==> src/rtl/core/lerp_pkg.sv <==
// Shared types and constants of the lottery/EDF/round-robin picker.
// Used by the top level and the shared ALU; depends on nothing.
`default_nettype none
package lerp_pkg;

  localparam int SLOTS_DEF = 16;
  localparam int ALU_W = 32;
  localparam int SLOT_W = 4;
  localparam int TICKET_W = 8;
  localparam int DEADLINE_W = 31;
  localparam int DRAW_W = 31;
  localparam int LIMIT_W = 4;

  localparam logic [LIMIT_W-1:0] TURN_LIMIT_RST = 4'd3;

  localparam logic [1:0] OP_ADD = 2'd0;
  localparam logic [1:0] OP_REMOVE = 2'd1;
  localparam logic [1:0] OP_READY = 2'd2;
  localparam logic [1:0] OP_SELECT = 2'd3;

  localparam logic [1:0] CLS_RR = 2'd0;
  localparam logic [1:0] CLS_LOTTERY = 2'd1;
  localparam logic [1:0] CLS_REALTIME = 2'd2;

  localparam logic CFG_LOT_LIMIT = 1'b0;
  localparam logic CFG_RT_LIMIT = 1'b1;

  // Per-slot descriptor held in the info memory.
  typedef struct packed {
    logic [1:0]            cls;
    logic [TICKET_W-1:0]   tickets;
    logic [DEADLINE_W-1:0] deadline;
  } info_t;

endpackage
`default_nettype wire

==> src/rtl/core/lottery_edf_round_robin_picker.sv <==
// Top level of the thread-slot picker: sequencer, slot tables and ring links.
// Depends on lerp_pkg, lerp_ram and lerp_alu.
//
// The block accepts one item at a time. An add that is taken and finds the ring
// non-empty links the new slot behind the tail in an extra step; set ready
// writes its flag directly. A remove walks from the ring head to the removed
// slot. The ring links sit in a memory with a registered read, so each step
// along the ring spends one phase waiting for the read and one using it. A
// select walks the ring at most three times, and every arithmetic step uses
// one shared add/subtract unit. Unless the lottery has reached its turn limit,
// the lottery ticket sum comes first. It is followed either by a remainder of
// the random draw by the ticket total and the lottery pick, or by the
// earliest-deadline scan and the round-robin scan. The result goes to an
// output register, so a new item can be taken while a result is still waiting
// on the result channel. Configuration writes are taken in every cycle.
`default_nettype none
module lottery_edf_round_robin_picker #(
  parameter int SLOTS = lerp_pkg::SLOTS_DEF
) (
  input  wire logic                                clk,
  input  wire logic                                rst_n,
  input  wire logic                                in_valid,
  output logic                                     in_ready,
  input  wire logic [1:0]                          in_op,
  input  wire logic [lerp_pkg::SLOT_W-1:0]         in_slot,
  input  wire logic [1:0]                          in_sched_class,
  input  wire logic [lerp_pkg::TICKET_W-1:0]       in_ticket_count,
  input  wire logic [lerp_pkg::DEADLINE_W-1:0]     in_deadline,
  input  wire logic                                in_ready_req,
  input  wire logic                                in_current_valid,
  input  wire logic [lerp_pkg::SLOT_W-1:0]         in_current_slot,
  input  wire logic [lerp_pkg::DRAW_W-1:0]         in_random_draw,
  output logic                                     out_valid,
  input  wire logic                                out_ready,
  output logic                                     out_found,
  output logic      [lerp_pkg::SLOT_W-1:0]         out_chosen_slot,
  output logic      [1:0]                          out_chosen_policy,
  input  wire logic                                cfg_valid,
  output logic                                     cfg_ready,
  input  wire logic                                cfg_index,
  input  wire logic [lerp_pkg::LIMIT_W-1:0]        cfg_data
);

  localparam int IDX_W = $clog2(SLOTS);
  localparam int TOT_W = lerp_pkg::TICKET_W + IDX_W;
  localparam int INFO_W = $bits(lerp_pkg::info_t);
  localparam logic [IDX_W-1:0] LAST_I = IDX_W'(SLOTS - 1);
  localparam logic [4:0] MOD_LAST = 5'(lerp_pkg::DRAW_W - 1);

  typedef enum logic [3:0] {
    S_IDLE, S_EXEC, S_ADD2, S_REM_WALK, S_LOT_SUM, S_LOT_MOD, S_LOT_PICK,
    S_RT_START, S_RT_WALK, S_RR_START, S_RR_CUR, S_RR_WALK, S_FIN
  } state_t;

  state_t state_r;

  // Latched item.
  logic [1:0]                      op_r;
  logic [lerp_pkg::SLOT_W-1:0]     slot_r;
  logic [1:0]                      cls_r;
  logic [lerp_pkg::TICKET_W-1:0]   tickets_r;
  logic [lerp_pkg::DEADLINE_W-1:0] deadline_r;
  logic                            rdy_r;
  logic                            cvalid_r;
  logic [lerp_pkg::SLOT_W-1:0]     cslot_r;
  logic [lerp_pkg::DRAW_W-1:0]     dsh_r;

  // Scheduler state.
  logic [SLOTS-1:0]       used_r;
  logic [IDX_W-1:0]       head_r;
  logic [IDX_W-1:0]       tail_r;
  logic                   nonempty_r;
  logic [lerp_pkg::LIMIT_W-1:0] lot_turns_r;
  logic [lerp_pkg::LIMIT_W-1:0] rt_turns_r;
  logic [lerp_pkg::LIMIT_W-1:0] lot_lim_r;
  logic [lerp_pkg::LIMIT_W-1:0] rt_lim_r;

  // Walk state.
  logic [IDX_W-1:0]       ptr_r;
  logic                   ph_r;
  logic [IDX_W-1:0]       i_r;
  logic [IDX_W-1:0]       prev_r;
  logic [IDX_W-1:0]       start_r;
  logic                   cur_ok_r;
  logic [TOT_W-1:0]       tot_r;
  logic [TOT_W-1:0]       rem_r;
  logic [4:0]             k_r;
  logic                   have_r;
  logic [IDX_W-1:0]       best_r;
  logic [lerp_pkg::DEADLINE_W-1:0] best_dl_r;

  // Pending result.
  logic                   res_found_r;
  logic [IDX_W-1:0]       res_slot_r;
  logic [1:0]             res_pol_r;

  // Output register.
  logic                   out_valid_r;
  logic                   out_found_r;
  logic [lerp_pkg::SLOT_W-1:0] out_slot_r;
  logic [1:0]             out_pol_r;

  // Memories.
  logic                   info_we;
  logic [IDX_W-1:0]       info_waddr;
  lerp_pkg::info_t        info_wdata;
  logic [INFO_W-1:0]      info_rdata;
  lerp_pkg::info_t        info_q;
  logic                   rdy_we;
  logic [IDX_W-1:0]       rdy_waddr;
  logic                   rdy_wdata;
  logic                   ready_q;
  logic                   link_we;
  logic [IDX_W-1:0]       link_waddr;
  logic [IDX_W-1:0]       link_wdata;
  logic [IDX_W-1:0]       link_q;

  // ALU.
  logic [lerp_pkg::ALU_W-1:0] alu_a;
  logic [lerp_pkg::ALU_W-1:0] alu_b;
  logic                       alu_sub;
  logic [lerp_pkg::ALU_W-1:0] alu_res;
  logic                       alu_borrow;

  logic                   slot_ok;
  logic [IDX_W-1:0]       slot_idx;
  logic                   cur_ok;
  logic                   elig_lot;
  logic                   elig_rt;
  logic                   elig_rr;
  logic [IDX_W-1:0]       walk_stop;
  logic                   walk_last;
  logic [TOT_W-1:0]       tot_nxt;
  logic [TOT_W:0]         trial;
  logic                   rt_take;

  lerp_ram #(.W(INFO_W), .DEPTH(SLOTS)) u_info_ram (
    .clk(clk), .we(info_we), .waddr(info_waddr), .wdata(info_wdata),
    .raddr(ptr_r), .rdata(info_rdata)
  );

  lerp_ram #(.W(1), .DEPTH(SLOTS)) u_ready_ram (
    .clk(clk), .we(rdy_we), .waddr(rdy_waddr), .wdata(rdy_wdata),
    .raddr(ptr_r), .rdata(ready_q)
  );

  lerp_ram #(.W(IDX_W), .DEPTH(SLOTS)) u_link_ram (
    .clk(clk), .we(link_we), .waddr(link_waddr), .wdata(link_wdata),
    .raddr(ptr_r), .rdata(link_q)
  );

  lerp_alu u_alu (
    .a(alu_a), .b(alu_b), .sub(alu_sub), .res(alu_res), .borrow(alu_borrow)
  );

  assign info_q = lerp_pkg::info_t'(info_rdata);

  assign in_ready = (state_r == S_IDLE);
  assign cfg_ready = 1'b1;
  assign out_valid = out_valid_r;
  assign out_found = out_found_r;
  assign out_chosen_slot = out_slot_r;
  assign out_chosen_policy = out_pol_r;

  always_comb begin
    slot_ok = ({{(32 - lerp_pkg::SLOT_W){1'b0}}, slot_r} < 32'(SLOTS));
    slot_idx = IDX_W'(slot_r);
    cur_ok = cvalid_r && ({{(32 - lerp_pkg::SLOT_W){1'b0}}, cslot_r} < 32'(SLOTS))
             && used_r[IDX_W'(cslot_r)];
    elig_lot = ready_q && (info_q.cls == lerp_pkg::CLS_LOTTERY);
    elig_rt = ready_q && (info_q.cls == lerp_pkg::CLS_REALTIME);
    elig_rr = ready_q && (info_q.cls == lerp_pkg::CLS_RR);
    walk_stop = (state_r == S_RR_WALK) ? start_r : head_r;
    walk_last = (link_q == walk_stop) || (i_r == LAST_I);
    trial = {rem_r, dsh_r[lerp_pkg::DRAW_W-1]};
  end

  // The one shared add/subtract unit, steered by the sequencer.
  always_comb begin
    alu_a = '0;
    alu_b = '0;
    alu_sub = 1'b0;
    case (state_r)
      S_LOT_SUM: begin
        alu_a = lerp_pkg::ALU_W'(tot_r);
        alu_b = lerp_pkg::ALU_W'(info_q.tickets);
      end
      S_LOT_MOD: begin
        alu_a = lerp_pkg::ALU_W'(trial);
        alu_b = lerp_pkg::ALU_W'(tot_r);
        alu_sub = 1'b1;
      end
      S_LOT_PICK: begin
        alu_a = lerp_pkg::ALU_W'(rem_r);
        alu_b = lerp_pkg::ALU_W'(info_q.tickets);
        alu_sub = 1'b1;
      end
      S_RT_WALK: begin
        alu_a = lerp_pkg::ALU_W'(info_q.deadline);
        alu_b = lerp_pkg::ALU_W'(best_dl_r);
        alu_sub = 1'b1;
      end
      default: begin
      end
    endcase
    tot_nxt = elig_lot ? TOT_W'(alu_res) : tot_r;
    rt_take = elig_rt && (!have_r || alu_borrow);
  end

  // Memory writes: only one of the cases can be active in any cycle.
  always_comb begin
    info_we = 1'b0;
    info_waddr = slot_idx;
    info_wdata = '{cls: cls_r, tickets: tickets_r, deadline: deadline_r};
    rdy_we = 1'b0;
    rdy_waddr = slot_idx;
    rdy_wdata = 1'b1;
    link_we = 1'b0;
    link_waddr = slot_idx;
    link_wdata = nonempty_r ? head_r : slot_idx;
    case (state_r)
      S_EXEC: begin
        if (op_r == lerp_pkg::OP_ADD && slot_ok && !used_r[slot_idx]) begin
          info_we = 1'b1;
          rdy_we = 1'b1;
          link_we = 1'b1;
        end
        if (op_r == lerp_pkg::OP_READY && slot_ok && used_r[slot_idx]) begin
          rdy_we = 1'b1;
          rdy_wdata = rdy_r;
        end
      end
      S_ADD2: begin
        link_we = 1'b1;
        link_waddr = tail_r;
        link_wdata = slot_idx;
      end
      S_REM_WALK: begin
        if (ph_r && ptr_r == slot_idx && link_q != ptr_r) begin
          link_we = 1'b1;
          link_waddr = prev_r;
          link_wdata = link_q;
        end
      end
      default: begin
      end
    endcase
  end

  always_ff @(posedge clk) begin
    if (!rst_n) begin
      state_r <= S_IDLE;
      out_valid_r <= 1'b0;
      used_r <= '0;
      head_r <= '0;
      tail_r <= '0;
      nonempty_r <= 1'b0;
      lot_turns_r <= '0;
      rt_turns_r <= '0;
      lot_lim_r <= lerp_pkg::TURN_LIMIT_RST;
      rt_lim_r <= lerp_pkg::TURN_LIMIT_RST;
    end else begin
      if (cfg_valid) begin
        if (cfg_index == lerp_pkg::CFG_LOT_LIMIT) begin
          lot_lim_r <= cfg_data;
        end else begin
          rt_lim_r <= cfg_data;
        end
      end

      // The finishing state loads the output register itself.
      if (out_valid_r && out_ready && state_r != S_FIN) begin
        out_valid_r <= 1'b0;
      end

      unique case (state_r)
        S_IDLE: begin
          if (in_valid) begin
            op_r <= in_op;
            slot_r <= in_slot;
            cls_r <= in_sched_class;
            tickets_r <= in_ticket_count;
            deadline_r <= in_deadline;
            rdy_r <= in_ready_req;
            cvalid_r <= in_current_valid;
            cslot_r <= in_current_slot;
            dsh_r <= in_random_draw;
            res_found_r <= 1'b0;
            res_slot_r <= '0;
            res_pol_r <= lerp_pkg::CLS_RR;
            state_r <= S_EXEC;
          end
        end

        S_EXEC: begin
          ph_r <= 1'b0;
          i_r <= '0;
          unique case (op_r)
            lerp_pkg::OP_ADD: begin
              if (slot_ok && !used_r[slot_idx]) begin
                used_r[slot_idx] <= 1'b1;
                res_found_r <= 1'b1;
                if (nonempty_r) begin
                  state_r <= S_ADD2;
                end else begin
                  head_r <= slot_idx;
                  tail_r <= slot_idx;
                  nonempty_r <= 1'b1;
                  state_r <= S_FIN;
                end
              end else begin
                state_r <= S_FIN;
              end
            end
            lerp_pkg::OP_REMOVE: begin
              if (slot_ok && used_r[slot_idx]) begin
                used_r[slot_idx] <= 1'b0;
                res_found_r <= 1'b1;
                ptr_r <= head_r;
                prev_r <= tail_r;
                state_r <= S_REM_WALK;
              end else begin
                state_r <= S_FIN;
              end
            end
            lerp_pkg::OP_READY: begin
              res_found_r <= slot_ok && used_r[slot_idx];
              state_r <= S_FIN;
            end
            lerp_pkg::OP_SELECT: begin
              cur_ok_r <= cur_ok;
              // Lottery gives up one turn once it has reached its limit.
              if (lot_turns_r >= lot_lim_r) begin
                lot_turns_r <= '0;
                state_r <= S_RT_START;
              end else if (!nonempty_r) begin
                state_r <= S_RT_START;
              end else begin
                ptr_r <= head_r;
                tot_r <= '0;
                state_r <= S_LOT_SUM;
              end
            end
            default: begin
              state_r <= S_FIN;
            end
          endcase
        end

        S_ADD2: begin
          tail_r <= slot_idx;
          state_r <= S_FIN;
        end

        S_REM_WALK: begin
          if (!ph_r) begin
            ph_r <= 1'b1;
          end else begin
            ph_r <= 1'b0;
            i_r <= i_r + 1'b1;
            if (ptr_r == slot_idx) begin
              if (link_q == ptr_r) begin
                head_r <= '0;
                tail_r <= '0;
                nonempty_r <= 1'b0;
              end else begin
                if (ptr_r == head_r) begin
                  head_r <= link_q;
                end
                if (ptr_r == tail_r) begin
                  tail_r <= prev_r;
                end
              end
              state_r <= S_FIN;
            end else begin
              prev_r <= ptr_r;
              ptr_r <= link_q;
              if (walk_last) begin
                state_r <= S_FIN;
              end
            end
          end
        end

        S_LOT_SUM: begin
          if (!ph_r) begin
            ph_r <= 1'b1;
          end else begin
            ph_r <= 1'b0;
            tot_r <= tot_nxt;
            ptr_r <= link_q;
            i_r <= i_r + 1'b1;
            if (walk_last) begin
              if (tot_nxt == '0) begin
                state_r <= S_RT_START;
              end else begin
                rem_r <= '0;
                k_r <= '0;
                state_r <= S_LOT_MOD;
              end
            end
          end
        end

        // Restoring remainder: one bit of the draw per cycle.
        S_LOT_MOD: begin
          rem_r <= alu_borrow ? TOT_W'(trial) : TOT_W'(alu_res);
          dsh_r <= {dsh_r[lerp_pkg::DRAW_W-2:0], 1'b0};
          k_r <= k_r + 1'b1;
          if (k_r == MOD_LAST) begin
            ptr_r <= head_r;
            ph_r <= 1'b0;
            i_r <= '0;
            state_r <= S_LOT_PICK;
          end
        end

        S_LOT_PICK: begin
          if (!ph_r) begin
            ph_r <= 1'b1;
          end else begin
            ph_r <= 1'b0;
            if (elig_lot && alu_borrow) begin
              lot_turns_r <= lot_turns_r + 1'b1;
              res_found_r <= 1'b1;
              res_slot_r <= ptr_r;
              res_pol_r <= lerp_pkg::CLS_LOTTERY;
              state_r <= S_FIN;
            end else begin
              if (elig_lot) begin
                rem_r <= TOT_W'(alu_res);
              end
              ptr_r <= link_q;
              i_r <= i_r + 1'b1;
              if (walk_last) begin
                state_r <= S_RT_START;
              end
            end
          end
        end

        S_RT_START: begin
          ph_r <= 1'b0;
          i_r <= '0;
          have_r <= 1'b0;
          if (rt_turns_r >= rt_lim_r) begin
            rt_turns_r <= '0;
            state_r <= S_RR_START;
          end else if (!nonempty_r) begin
            state_r <= S_RR_START;
          end else begin
            ptr_r <= head_r;
            state_r <= S_RT_WALK;
          end
        end

        // Earliest deadline; a strict compare keeps the first slot on ties.
        S_RT_WALK: begin
          if (!ph_r) begin
            ph_r <= 1'b1;
          end else begin
            ph_r <= 1'b0;
            if (rt_take) begin
              have_r <= 1'b1;
              best_r <= ptr_r;
              best_dl_r <= info_q.deadline;
            end
            ptr_r <= link_q;
            i_r <= i_r + 1'b1;
            if (walk_last) begin
              if (have_r || rt_take) begin
                rt_turns_r <= rt_turns_r + 1'b1;
                res_found_r <= 1'b1;
                res_slot_r <= rt_take ? ptr_r : best_r;
                res_pol_r <= lerp_pkg::CLS_REALTIME;
                state_r <= S_FIN;
              end else begin
                state_r <= S_RR_START;
              end
            end
          end
        end

        S_RR_START: begin
          ph_r <= 1'b0;
          i_r <= '0;
          if (!nonempty_r) begin
            state_r <= S_FIN;
          end else if (cur_ok_r) begin
            ptr_r <= IDX_W'(cslot_r);
            start_r <= IDX_W'(cslot_r);
            state_r <= S_RR_CUR;
          end else begin
            ptr_r <= head_r;
            start_r <= head_r;
            state_r <= S_RR_WALK;
          end
        end

        // Fetch the link of the current slot so the scan starts after it.
        S_RR_CUR: begin
          if (!ph_r) begin
            ph_r <= 1'b1;
          end else begin
            ph_r <= 1'b0;
            ptr_r <= link_q;
            state_r <= S_RR_WALK;
          end
        end

        S_RR_WALK: begin
          if (!ph_r) begin
            ph_r <= 1'b1;
          end else begin
            ph_r <= 1'b0;
            if (elig_rr) begin
              res_found_r <= 1'b1;
              res_slot_r <= ptr_r;
              res_pol_r <= lerp_pkg::CLS_RR;
              state_r <= S_FIN;
            end else begin
              ptr_r <= link_q;
              i_r <= i_r + 1'b1;
              if (walk_last) begin
                state_r <= S_FIN;
              end
            end
          end
        end

        S_FIN: begin
          if (!out_valid_r || out_ready) begin
            out_valid_r <= 1'b1;
            out_found_r <= res_found_r;
            out_slot_r <= lerp_pkg::SLOT_W'(res_slot_r);
            out_pol_r <= res_pol_r;
            state_r <= S_IDLE;
          end else begin
            out_valid_r <= 1'b1;
          end
        end

        default: begin
          state_r <= S_IDLE;
        end
      endcase
    end
  end

endmodule
`default_nettype wire

==> src/rtl/core/lerp_ram.sv <==
// Generic single-write, single-read RAM with a registered read port.
// No dependencies.
`default_nettype none
module lerp_ram #(
  parameter int W = 8,
  parameter int DEPTH = 16
) (
  input  wire logic                     clk,
  input  wire logic                     we,
  input  wire logic [$clog2(DEPTH)-1:0] waddr,
  input  wire logic [W-1:0]             wdata,
  input  wire logic [$clog2(DEPTH)-1:0] raddr,
  output logic      [W-1:0]             rdata
);

  logic [W-1:0] mem [DEPTH];

  always_ff @(posedge clk) begin
    if (we) begin
      mem[waddr] <= wdata;
    end
    rdata <= mem[raddr];
  end

endmodule
`default_nettype wire

==> src/rtl/core/lerp_alu.sv <==
// Shared add/subtract unit with a borrow flag used by the lottery and deadline steps.
// Depends on lerp_pkg for the datapath width.
`default_nettype none
module lerp_alu (
  input  wire logic [lerp_pkg::ALU_W-1:0] a,
  input  wire logic [lerp_pkg::ALU_W-1:0] b,
  input  wire logic                       sub,
  output logic      [lerp_pkg::ALU_W-1:0] res,
  output logic                            borrow
);

  logic [lerp_pkg::ALU_W:0] sum;

  // A subtract is a plus the inverted b plus one; no carry out means a < b.
  always_comb begin
    sum = {1'b0, a} + {1'b0, (sub ? ~b : b)} + {{lerp_pkg::ALU_W{1'b0}}, sub};
    res = sum[lerp_pkg::ALU_W-1:0];
    borrow = sub & ~sum[lerp_pkg::ALU_W];
  end

endmodule
`default_nettype wire

==> config.mk <==
export PLATFORM = sky130hd
export DESIGN_NAME = lottery_edf_round_robin_picker
export DESIGN_NICKNAME = d
export VERILOG_FILES = /design/src/rtl/core/lerp_pkg.sv /design/src/rtl/core/lottery_edf_round_robin_picker.sv /design/src/rtl/core/lerp_ram.sv /design/src/rtl/core/lerp_alu.sv
export SDC_FILE = /design/constraint.sdc
export NUM_CORES = 1
export LEC_CHECK = 0
export BUFFER_PORTS_ARGS = -buffer_cell sky130_fd_sc_hd__buf_2
export CORE_MARGIN = 2
export CORE_UTILIZATION = 55
export CTS_CLUSTER_SIZE = 28
export DETAILED_ROUTE_END_ITERATION = 8
export PLACE_DENSITY = 0.77
export SYNTH_ARGS = -nofsm -noshare
export SYNTH_HDL_FRONTEND = slang
export SYNTH_SLANG_ARGS = --single-unit
==> constraint.sdc <==
create_clock -name clk -period 8.6 [get_ports clk]
set_input_delay 2.15 -clock clk [delete_from_list [all_inputs] [get_ports clk]]
set_output_delay 2.15 -clock clk [all_outputs]
set_load 0.02 [all_outputs]
After elaboration in Yosys (flattened, before gate mapping)
Memories as Yosys holds them, arrays and structs flattened. A register that Yosys moved wholly into a read port is not among the register bits. Index checks and enable logic that the tools add are counted.

Register bits: 227. Memory bits (writable): 736. Bits of input ports: 94. Memories kept: 3. Output and inout bits: 10. Logic and storage cells: 380.

Memories: u_info_ram.mem (depth 16, bits a word 41, read ports 1, clocked after memory_dff 1, write ports 1, RTL line lerp_ram.sv:16) `logic [W-1:0] mem [DEPTH];`; u_link_ram.mem (depth 16, bits a word 4, read ports 1, clocked after memory_dff 1, write ports 1, RTL line lerp_ram.sv:16); u_ready_ram.mem (depth 16, bits a word 1, read ports 1, clocked after memory_dff 1, write ports 1, RTL line lerp_ram.sv:16).

Bitwise operators: 7. Add/sub/neg operators: 6. $lt $le $gt $ge: 5. Eq/ne operators: 72. Multiplexer cells: 179. Reduce and logical (&&, ||, !) cells: 71.

Operators with widths (number): $mux 4 (77); $mux 12 (12); $pmux 31 s4 (1); $pmux 31 s3 (1); $ne 2x2->1 const B (34); $pmux 31 s2 (1); $pmux 4 s2 (7); $pmux 4 s13 (1); $mux 1 (40); $pmux 12 s3 (1); $add 31x32->33 (1); $add 33x1->33 (1); $mux 16 (2); $mux 32 (1); $not 31->32 (1); $pmux 16 s2 (1); $pmux 4 s4 (2); $pmux 4 s8 (1); $mux 31 (1); $eq 4x4->1 const B (6); $pmux 12 s2 (1); $reduce_and 6->1 (4); $mux 2 (11); $reduce_and 3->1 (7); other kinds (57) (125).

Logic depth before layout (Yosys ltp)
Gate-level depths: netlist (run 1).

Depth in word-level cells: 16. Mapped depth: 19.

Hierarchy
From an unflattened synthesis (run 1), not the netlist that was laid out.

Cells, all modules: 2605. Area total of the unflattened synthesis: 42255.5 um^2.

By module, submodules not included: lerp_ram (u_info_ram) (area an instance 25369.3 um^2, sequential area each 20519.7 um^2, times used 1, cells an instance 1066); lottery_edf_round_robin_picker (area an instance 11427.2 um^2, sequential area each 6356.1 um^2, times used 1, cells an instance 1079); lerp_ram (u_link_ram) (area an instance 2666.3 um^2, sequential area each 2001.9 um^2, times used 1, cells an instance 130); lerp_alu (area an instance 2047.0 um^2, sequential area each 0.0 um^2, times used 1, cells an instance 283); lerp_ram (u_ready_ram) (area an instance 745.7 um^2, sequential area each 500.5 um^2, times used 1, cells an instance 47).

Worst setup path after synthesis (run 1)
Ideal clock, no wire load.

Path type: reg2reg. From: reg slot_r (netlist bit info_waddr[0]). To: mem u_info_ram.mem[12][0] (netlist bit), enable pin. Data required time: 8.055 ns. Setup slack: 2.125 ns. Setup time: 0.545 ns. Cell stages (with the launch flop): 7. Arrival time: 5.930 ns. Period minus slack after synthesis: 6.475 ns. Buffers on the path: 1. Path through: edfxtp_1 > buf_2 > mux4_2 > mux4_2 > nor2_2 > nand2_2 > nor4_1.

Word-level cells in the longest chain between the ends: 8.

Ends and longest elaborated chain: start, declared (RTL line lottery_edf_round_robin_picker.sv:59) `logic [lerp_pkg::SLOT_W-1:0] slot_r;`; start signal, assigned (RTL line lottery_edf_round_robin_picker.sv:280) `slot_r <= in_slot;`; $bmux 1 s4 (RTL line lottery_edf_round_robin_picker.sv:223) `if (op_r == lerp_pkg::OP_ADD && slot_ok && !used_r[slot_idx]) begin`; $mux 1 (implied by the code) (RTL line lottery_edf_round_robin_picker.sv:223); $logic_not 1->1; $logic_and 1x1->1 (RTL line lottery_edf_round_robin_picker.sv:223); $mux 1 (RTL line lottery_edf_round_robin_picker.sv:223); $mux 1 (RTL line lottery_edf_round_robin_picker.sv:221) `case (state_r)`; $mux 1 (RTL line lerp_ram.sv:19) `if (we) begin`; $mux 1 (implied by the code) (RTL line lerp_ram.sv:20) `mem[waddr] <= wdata;`; end, declared (RTL line lerp_ram.sv:16).

Several ways; a longest one is shown, not always the timed one. The select of a mux whose other input is x is not followed.

Worst setup path in the final report (run 1)
From: reg state_r[0]. To: reg rem_r[1], enable pin.

Word-level cells in the longest chain between the ends: 12. Elaborated cells on any way between the ends: 30.

Ends and longest elaborated chain: start, declared (RTL line lottery_edf_round_robin_picker.sv:55) `state_t state_r;`; start signal, assigned (RTL line lottery_edf_round_robin_picker.sv:252) `state_r <= S_IDLE;`; start signal, assigned (RTL line lottery_edf_round_robin_picker.sv:291) `state_r <= S_EXEC;`; start signal, assigned (RTL line lottery_edf_round_robin_picker.sv:304) `state_r <= S_ADD2;`; branches (longest 11 deep; another with $add 31x32->33); $reduce_and 8->1 (no line) *; end signal, assigned (RTL line lottery_edf_round_robin_picker.sv:407) `rem_r <= alu_borrow ? TOT_W'(trial) : TOT_W'(alu_res);`; end signal, assigned (RTL line lottery_edf_round_robin_picker.sv:431) `rem_r <= TOT_W'(alu_res);`; end, declared (RTL line lottery_edf_round_robin_picker.sv:86) `logic [TOT_W-1:0] rem_r;`.

Mark *: on every way between the ends. A chain may end at the register's enable or synchronous reset.

==> qor.yml, run 1 <==
synth_nets: 2511
dieArea_sq_um: 77200
dp_hpwl_mm: 52.5
ys_async_sr_fraction_pct: 0
reg2regPathDepth: 13
period_share_pct: 68.3
drive_gt1_share_pct: 23.0
drt-wirelength-per-cell_microns: 27.8
port_buffers: 102
dr.first_iter.drc_count: 2627
grt_pass1_wl_mm: 148
fmax_mhz: 170
start_util_pct: 55.5
cts_hold_buf: 0
finalMaxSlewViolations: 0
fillers: 5029
routed_wl_mm: 98.1
timing_hold_violations_final: 0
syn_inst: 2373
crit_slowest_cell: "a31oi_1"
cts_tree: "done"
cts_buffers: 99
std_cell_rows: 100
status: "complete, no violations"
layout.nets: 2613
synth_area_sq_um: 41200
crit_buf_inv: 1
slew_headroom_pct: 17.9
ant_nets: 0
grt.total_usage_pct: 25.7
synth_edf_count: 917
path_depth: 13
htreeDepth: 3
fin_util_pct: 62.2
leakage_nw: 15.4
skew_ps: 40.5
finalInstanceArea_sq_um: 46200
grt-ovfl-total: 0
postCtsSetupRepairBufs: 0
finalSetupTns_ps: 0
final_common_cell: "edfxtp_1"
worst_slew_pin_slew_ps: 1230
synth_ff_type: "edfxtp_1"
ys_warn_count: 0
insertion_delay_ps: 670
antenna_found_initial: 1
worstPathArrival_ps: 6120
synth-seq-area-share_pct: 71.2
end_kind: "register"
area_growth_pct: 12.0
whs_path_depth: 0
max_stage_delay_ps: 1010
ir_drop_mv: 0.191
synth_area_per_cell_sq_um: 17.4
place.gp.congestion: 0.939
worstSetupStartpointType: "register"
regArea_sq_um: 29400
post_cts_resized: 0
layout_common_cells: "917 x edfxtp_1, 240 x nand2_1, 240 x mux4_2, 130 x nor2_1, 102 x buf_2"
vias_per_cell: 6.44
cp_common_cell: "a31oi_1"
grt_max_degree: 134
final-setup-viol-count: 0
die_y_microns: 278
multi_input_area_sq_um: 11400
crit_chain: "nand3b_2 > inv_2 > a21oi_4 > a221oi_1 > mux2_2 > ha_1 > a21o_1 > and2_1 > a311o_1 > a31oi_1 > xnor2_1 > o32ai_2 > a31oi_1"
synth-seq-cells: 1009
clk_pin_slew_worst_paths_ps: 70
first_pass_iters: 8
io_pins: 104
dpl_cell_area_sq_um: 42900
rsz0062_at_grt: "no"
clk_path_buf_depth: 3
fp.dieW_microns: 278
vias: 22742
grt_pass1_vias: 23104
cts_root_buffer: "clkbuf_16"
crit_fanout: 37
cap_violations: 0
cp.required_ps: 8850
crit_type: "reg -> reg"
power_density_nw_per_um2: 297
crit_family: "compound AO/OA/AOI/OAI gates"
drc: 0
min_path_type: "reg -> reg"
antenna_cells: 0
post-route-min-period_ps: 5870
cts_sinks: 1009
synth_cell_types: 85
p_total_mw: 13.7
fp.coreArea_sq_um: 74300
hold_ws_ps: 417
==> state kept, by name, summed over array words and instances, names as in the netlist, 5 cells and up, named ones only <==
signal / count
tickets_r: 8
k_r: 5
best_dl_r: 31
u_info_ram.rdata: 41
rem_r: 12
u_link_ram.mem: 64
tot_r: 12
u_info_ram.mem: 656
dsh_r: 31
deadline_r: 31
u_ready_ram.mem: 16
==> Yosys cell counts, types with 8 or more instances <==
master	n	share of area, %
a211oi_1	14	0.25
a21o_1	12	0.22
a21oi_1	81	0.98
a221oi_1	15	0.32
a222oi_1	19	0.46
a22o_1	14	0.30
a31oi_1	11	0.17
and2_1	28	0.42
buf_1	30	0.27
clkbuf_1	98	0.89
dfxtp_1	92	4.5
edfxtp_1	917	67
ha_1	43	1.3
inv_1	27	0.25
mux2_2	11	0.30
mux2i_1	26	0.63
mux4_2	240	13
nand2_1	240	2.2
nand2b_1	13	0.20
nand3_1	37	0.45
nand4_1	11	0.17
nor2_1	144	1.3
nor2b_1	16	0.24
nor3_1	18	0.22
nor4_1	8	0.12
o21ai_0	39	0.47
or3_1	9	0.14
xnor2_1	20	0.42
xor2_1	22	0.47
==> where the power goes <==
| part | switching [mW] | internal, mW |
|---|---|---|
| clock | 1.86 | 2.56 |
| combinational | 1.81 | 1.38 |
| sequential | 0.328 | 5.80 |
| total | 4.00 | 9.74 |
==> final cells by class <==
type / instances / area share [%]
Timing Repair Buffer: 139 / 1.76
Clock inverter: 65 / 1.58
Multi-Input combinational cell: 1195 / 24.6
Tap cell: 969 / 2.62
Clock buffer: 121 / 5.65
Inverter: 31 / 0.252
Sequential cell: 1009 / 63.6
==> worst reg2reg max path, stage by stage (launching register included) <==
cell and delay, ps:
dfxtp_1 710, nand3b_2 290, inv_2 240, a21oi_4 900, a221oi_1 140, mux2_2 350
ha_1 350, a21o_1 220, and2_1 210, a311o_1 380, a31oi_1 260, xnor2_1 230
o32ai_2 150, a31oi_1 1010
==> per-layer routing <==
layer  global-route usage, %  part of all wire, %  vias up
met4                    8.01                  2.6        0
met5                       0                    0        -
met3                    3.99                  8.3      175
li1                        -                    -     9642
met2                    42.4                   50     1210
met1                    35.7                   39    11715
==> final timing paths <==
path	from	endpoint	slack (ps)
worst max-delay path	state_r[0]	rem_r[1]	2730
worst min-delay path	res_pol_r[0]	out_chosen_policy[0]	420
worst max register to register	state_r[0]	rem_r[1]	2730
worst min register to register	res_pol_r[0]	out_chosen_policy[0]	420
==> logic make-up after synthesis <==
| family | Yosys count | share of synthesized area (%) |
|---|---|---|
| other cells | 1 | 0.00909 |
| buf+inv | 169 | 1.59 |
| compound gates | 267 | 4.62 |
| flops | 1009 | 71.2 |
| fa+ha+maj | 44 | 1.35 |
| mux | 277 | 14.0 |
| simple gates | 564 | 6.27 |
| xor+xnor | 42 | 0.892 |
==> through the flow <==
stage          worst slack, ps  std cells
6_report                  2730       3529
5_1_grt                   2300       3529
4_1_cts                   2800       3529
3_5_place_dp              2850       3343
3_3_place_gp              3030       3343
2_1_floorplan             2130       2373
No activity file was read; power rests on OpenSTA's default activity.
==> inputs of run 2 (changes only) <==
- clock period: 8.6 -> 5.45 ns (I/O delays scaled with it)
==> run 2 against run 1 <==
Effect of this change: final area is 0.34% higher; sequential power increased by 58%; clock skew decreased by 2.9 ps; critical path type unchanged; critical endpoint is now best_dl_r[8]; largest cell class unchanged; largest power group unchanged.
==> qor.yml, run 2 (synthesis results as in run 1) <==
fp.dieW_microns: 278
worst_slack_ps: 336
final-setup-viol-count: 0
grt.total_usage_pct: 25.5
fmax_mhz: 196
start_util_pct: 55.5
power_density_nw_per_um2: 460
p_total_mw: 21.3
worstPathArrival_ps: 5390
worstSetupStartpointType: "register"
cts_hold_buf: 0
postCtsSetupRepairBufs: 0
period_share_pct: 93.8
dp_hpwl_mm: 53.3
reg_top3: "u_info_ram.mem x656, u_link_ram.mem x64, u_info_ram.rdata x41"
cp.required_ps: 5730
post_cts_resized: 0
drt-wirelength-per-cell_microns: 27.6
grt_max_degree: 154
std_cell_rows: 100
crit_chain: "nor2_2 > nand3b_2 > inv_2 > a21oi_4 > buf_4 > a221oi_1 > mux2_2 > ha_1 > nand2b_1 > a211oi_1 > buf_4 > o311a_1 > a211oi_1 > o21bai_1 > a21oi_2 > and2_1 > buf_4"
grt-ovfl-total: 0
cts_buffers: 98
cts_root_buffer: "clkbuf_16"
final_common_cell: "edfxtp_1"
finalMaxSlewViolations: 0
cts_sinks: 1009
cts_tree: "done"
post-route-min-period_ps: 5110
insertion_delay_ps: 670
cap_violations: 0
slew_headroom_pct: 18.2
crit_fanout: 31
worst_slew_pin_slew_ps: 1230
io_pins: 104
port_buffers: 102
max_stage_delay_ps: 590
rsz0062_at_grt: "no"
vias_per_cell: 6.39
fillers: 5077
finalSetupTns_ps: 0
layout.nets: 2629
place.gp.congestion: 0.925
min_path_type: "reg -> reg"
layout_common_cells: "917 x edfxtp_1, 240 x nand2_1, 240 x mux4_2, 129 x nor2_1, 102 x buf_2"
vias: 22654
first_pass_iters: 6
dpl_worst_slack_ps: 194
grt_pass1_vias: 22764
finalInstanceArea_sq_um: 46400
grt_pass1_wl_mm: 146
ir_drop_mv: 0.333
multi_input_area_sq_um: 11400
status: "complete, no violations"
antenna_found_initial: 1
antenna_cells: 0
die_y_microns: 278
crit_slowest_cell: "dfxtp_1"
dpl_cell_area_sq_um: 43300
leakage_nw: 15.5
largest_reg_flops: 656
fp.coreArea_sq_um: 74300
clk_path_buf_depth: 3
dieArea_sq_um: 77200
drive_gt1_share_pct: 23.1
skew_ps: 37.6
ant_nets: 0
end_kind: "register"
regArea_sq_um: 29400
timing_hold_violations_final: 0
htreeDepth: 3
routed_wl_mm: 97.8
crit_type: "reg -> reg"
drc: 0
cp_common_cell: "buf_4"
clk_pin_slew_worst_paths_ps: 60
largest_register: "u_info_ram.mem"
dr.first_iter.drc_count: 2684
area_growth_pct: 12.4
## run 2: cell types whose count changed in the layout (fill, tap and decap cells not counted), moves of 5 or more
cell       change
clkbuf_8       +5
clkinv_1       -7
bufinv_16     -10
clkbuf_1      +17
buf_12        +19
clkinv_2       -5
## run 2: through the flow
step,hold WS [ps],instances,util [%]
2_1_floorplan,400,2373,-
3_3_place_gp,408,3359,58.2
3_5_place_dp,411,3359,58.2
4_1_cts,425,3543,62.4
5_1_grt,430,3544,62.4
6_report,413,3544,62.4
## run 2: power breakdown
part / total, mW / leakage, nW / internal [mW] / switching [mW]
clock: 6.52 / 1.51 / 3.66 / 2.86
combinational: 5.09 / 4.89 / 2.26 / 2.84
sequential: 9.70 / 9.08 / 9.15 / 0.554
## run 2: layout make-up
type | count | share of cell area [%]
Multi-Input combinational cell | 1195 | 24.5
Clock inverter | 41 | 0.799
Sequential cell | 1009 | 63.4
Clock buffer | 143 | 5.92
Timing Repair Buffer | 156 | 2.54
Tap cell | 969 | 2.61
Inverter | 31 | 0.251
## run 2: path summary, 6_finish.rpt
path | start | endpoint | slack (ps) | depth (start not counted)
setup / recovery | state_r[2] | best_dl_r[8] | 340 | 17
hold / removal | res_slot_r[2] | out_chosen_slot[2] | 410 | 0
setup reg to reg | state_r[2] | best_dl_r[8] | 340 | 17
hold reg to reg | res_slot_r[2] | out_chosen_slot[2] | 410 | 0
## run 2: worst max-delay path: cells and delay by family (launching register included)
kind,cells,cell delay (ps)
fa+ha+maj,1,360
flops,1,590
compound gates,7,1860
buf+inv,4,980
mux,1,290
simple gates,4,610
## run 2: per-layer routing
layer  vias up  global-route usage, %  share of wire [%]
met3       196                   3.78                7.7
met5         -                      0                  0
met1     11649                   34.3                 39
met2      1137                   43.0                 51
met4         0                   8.41                2.9
li1       9672                      -                  -
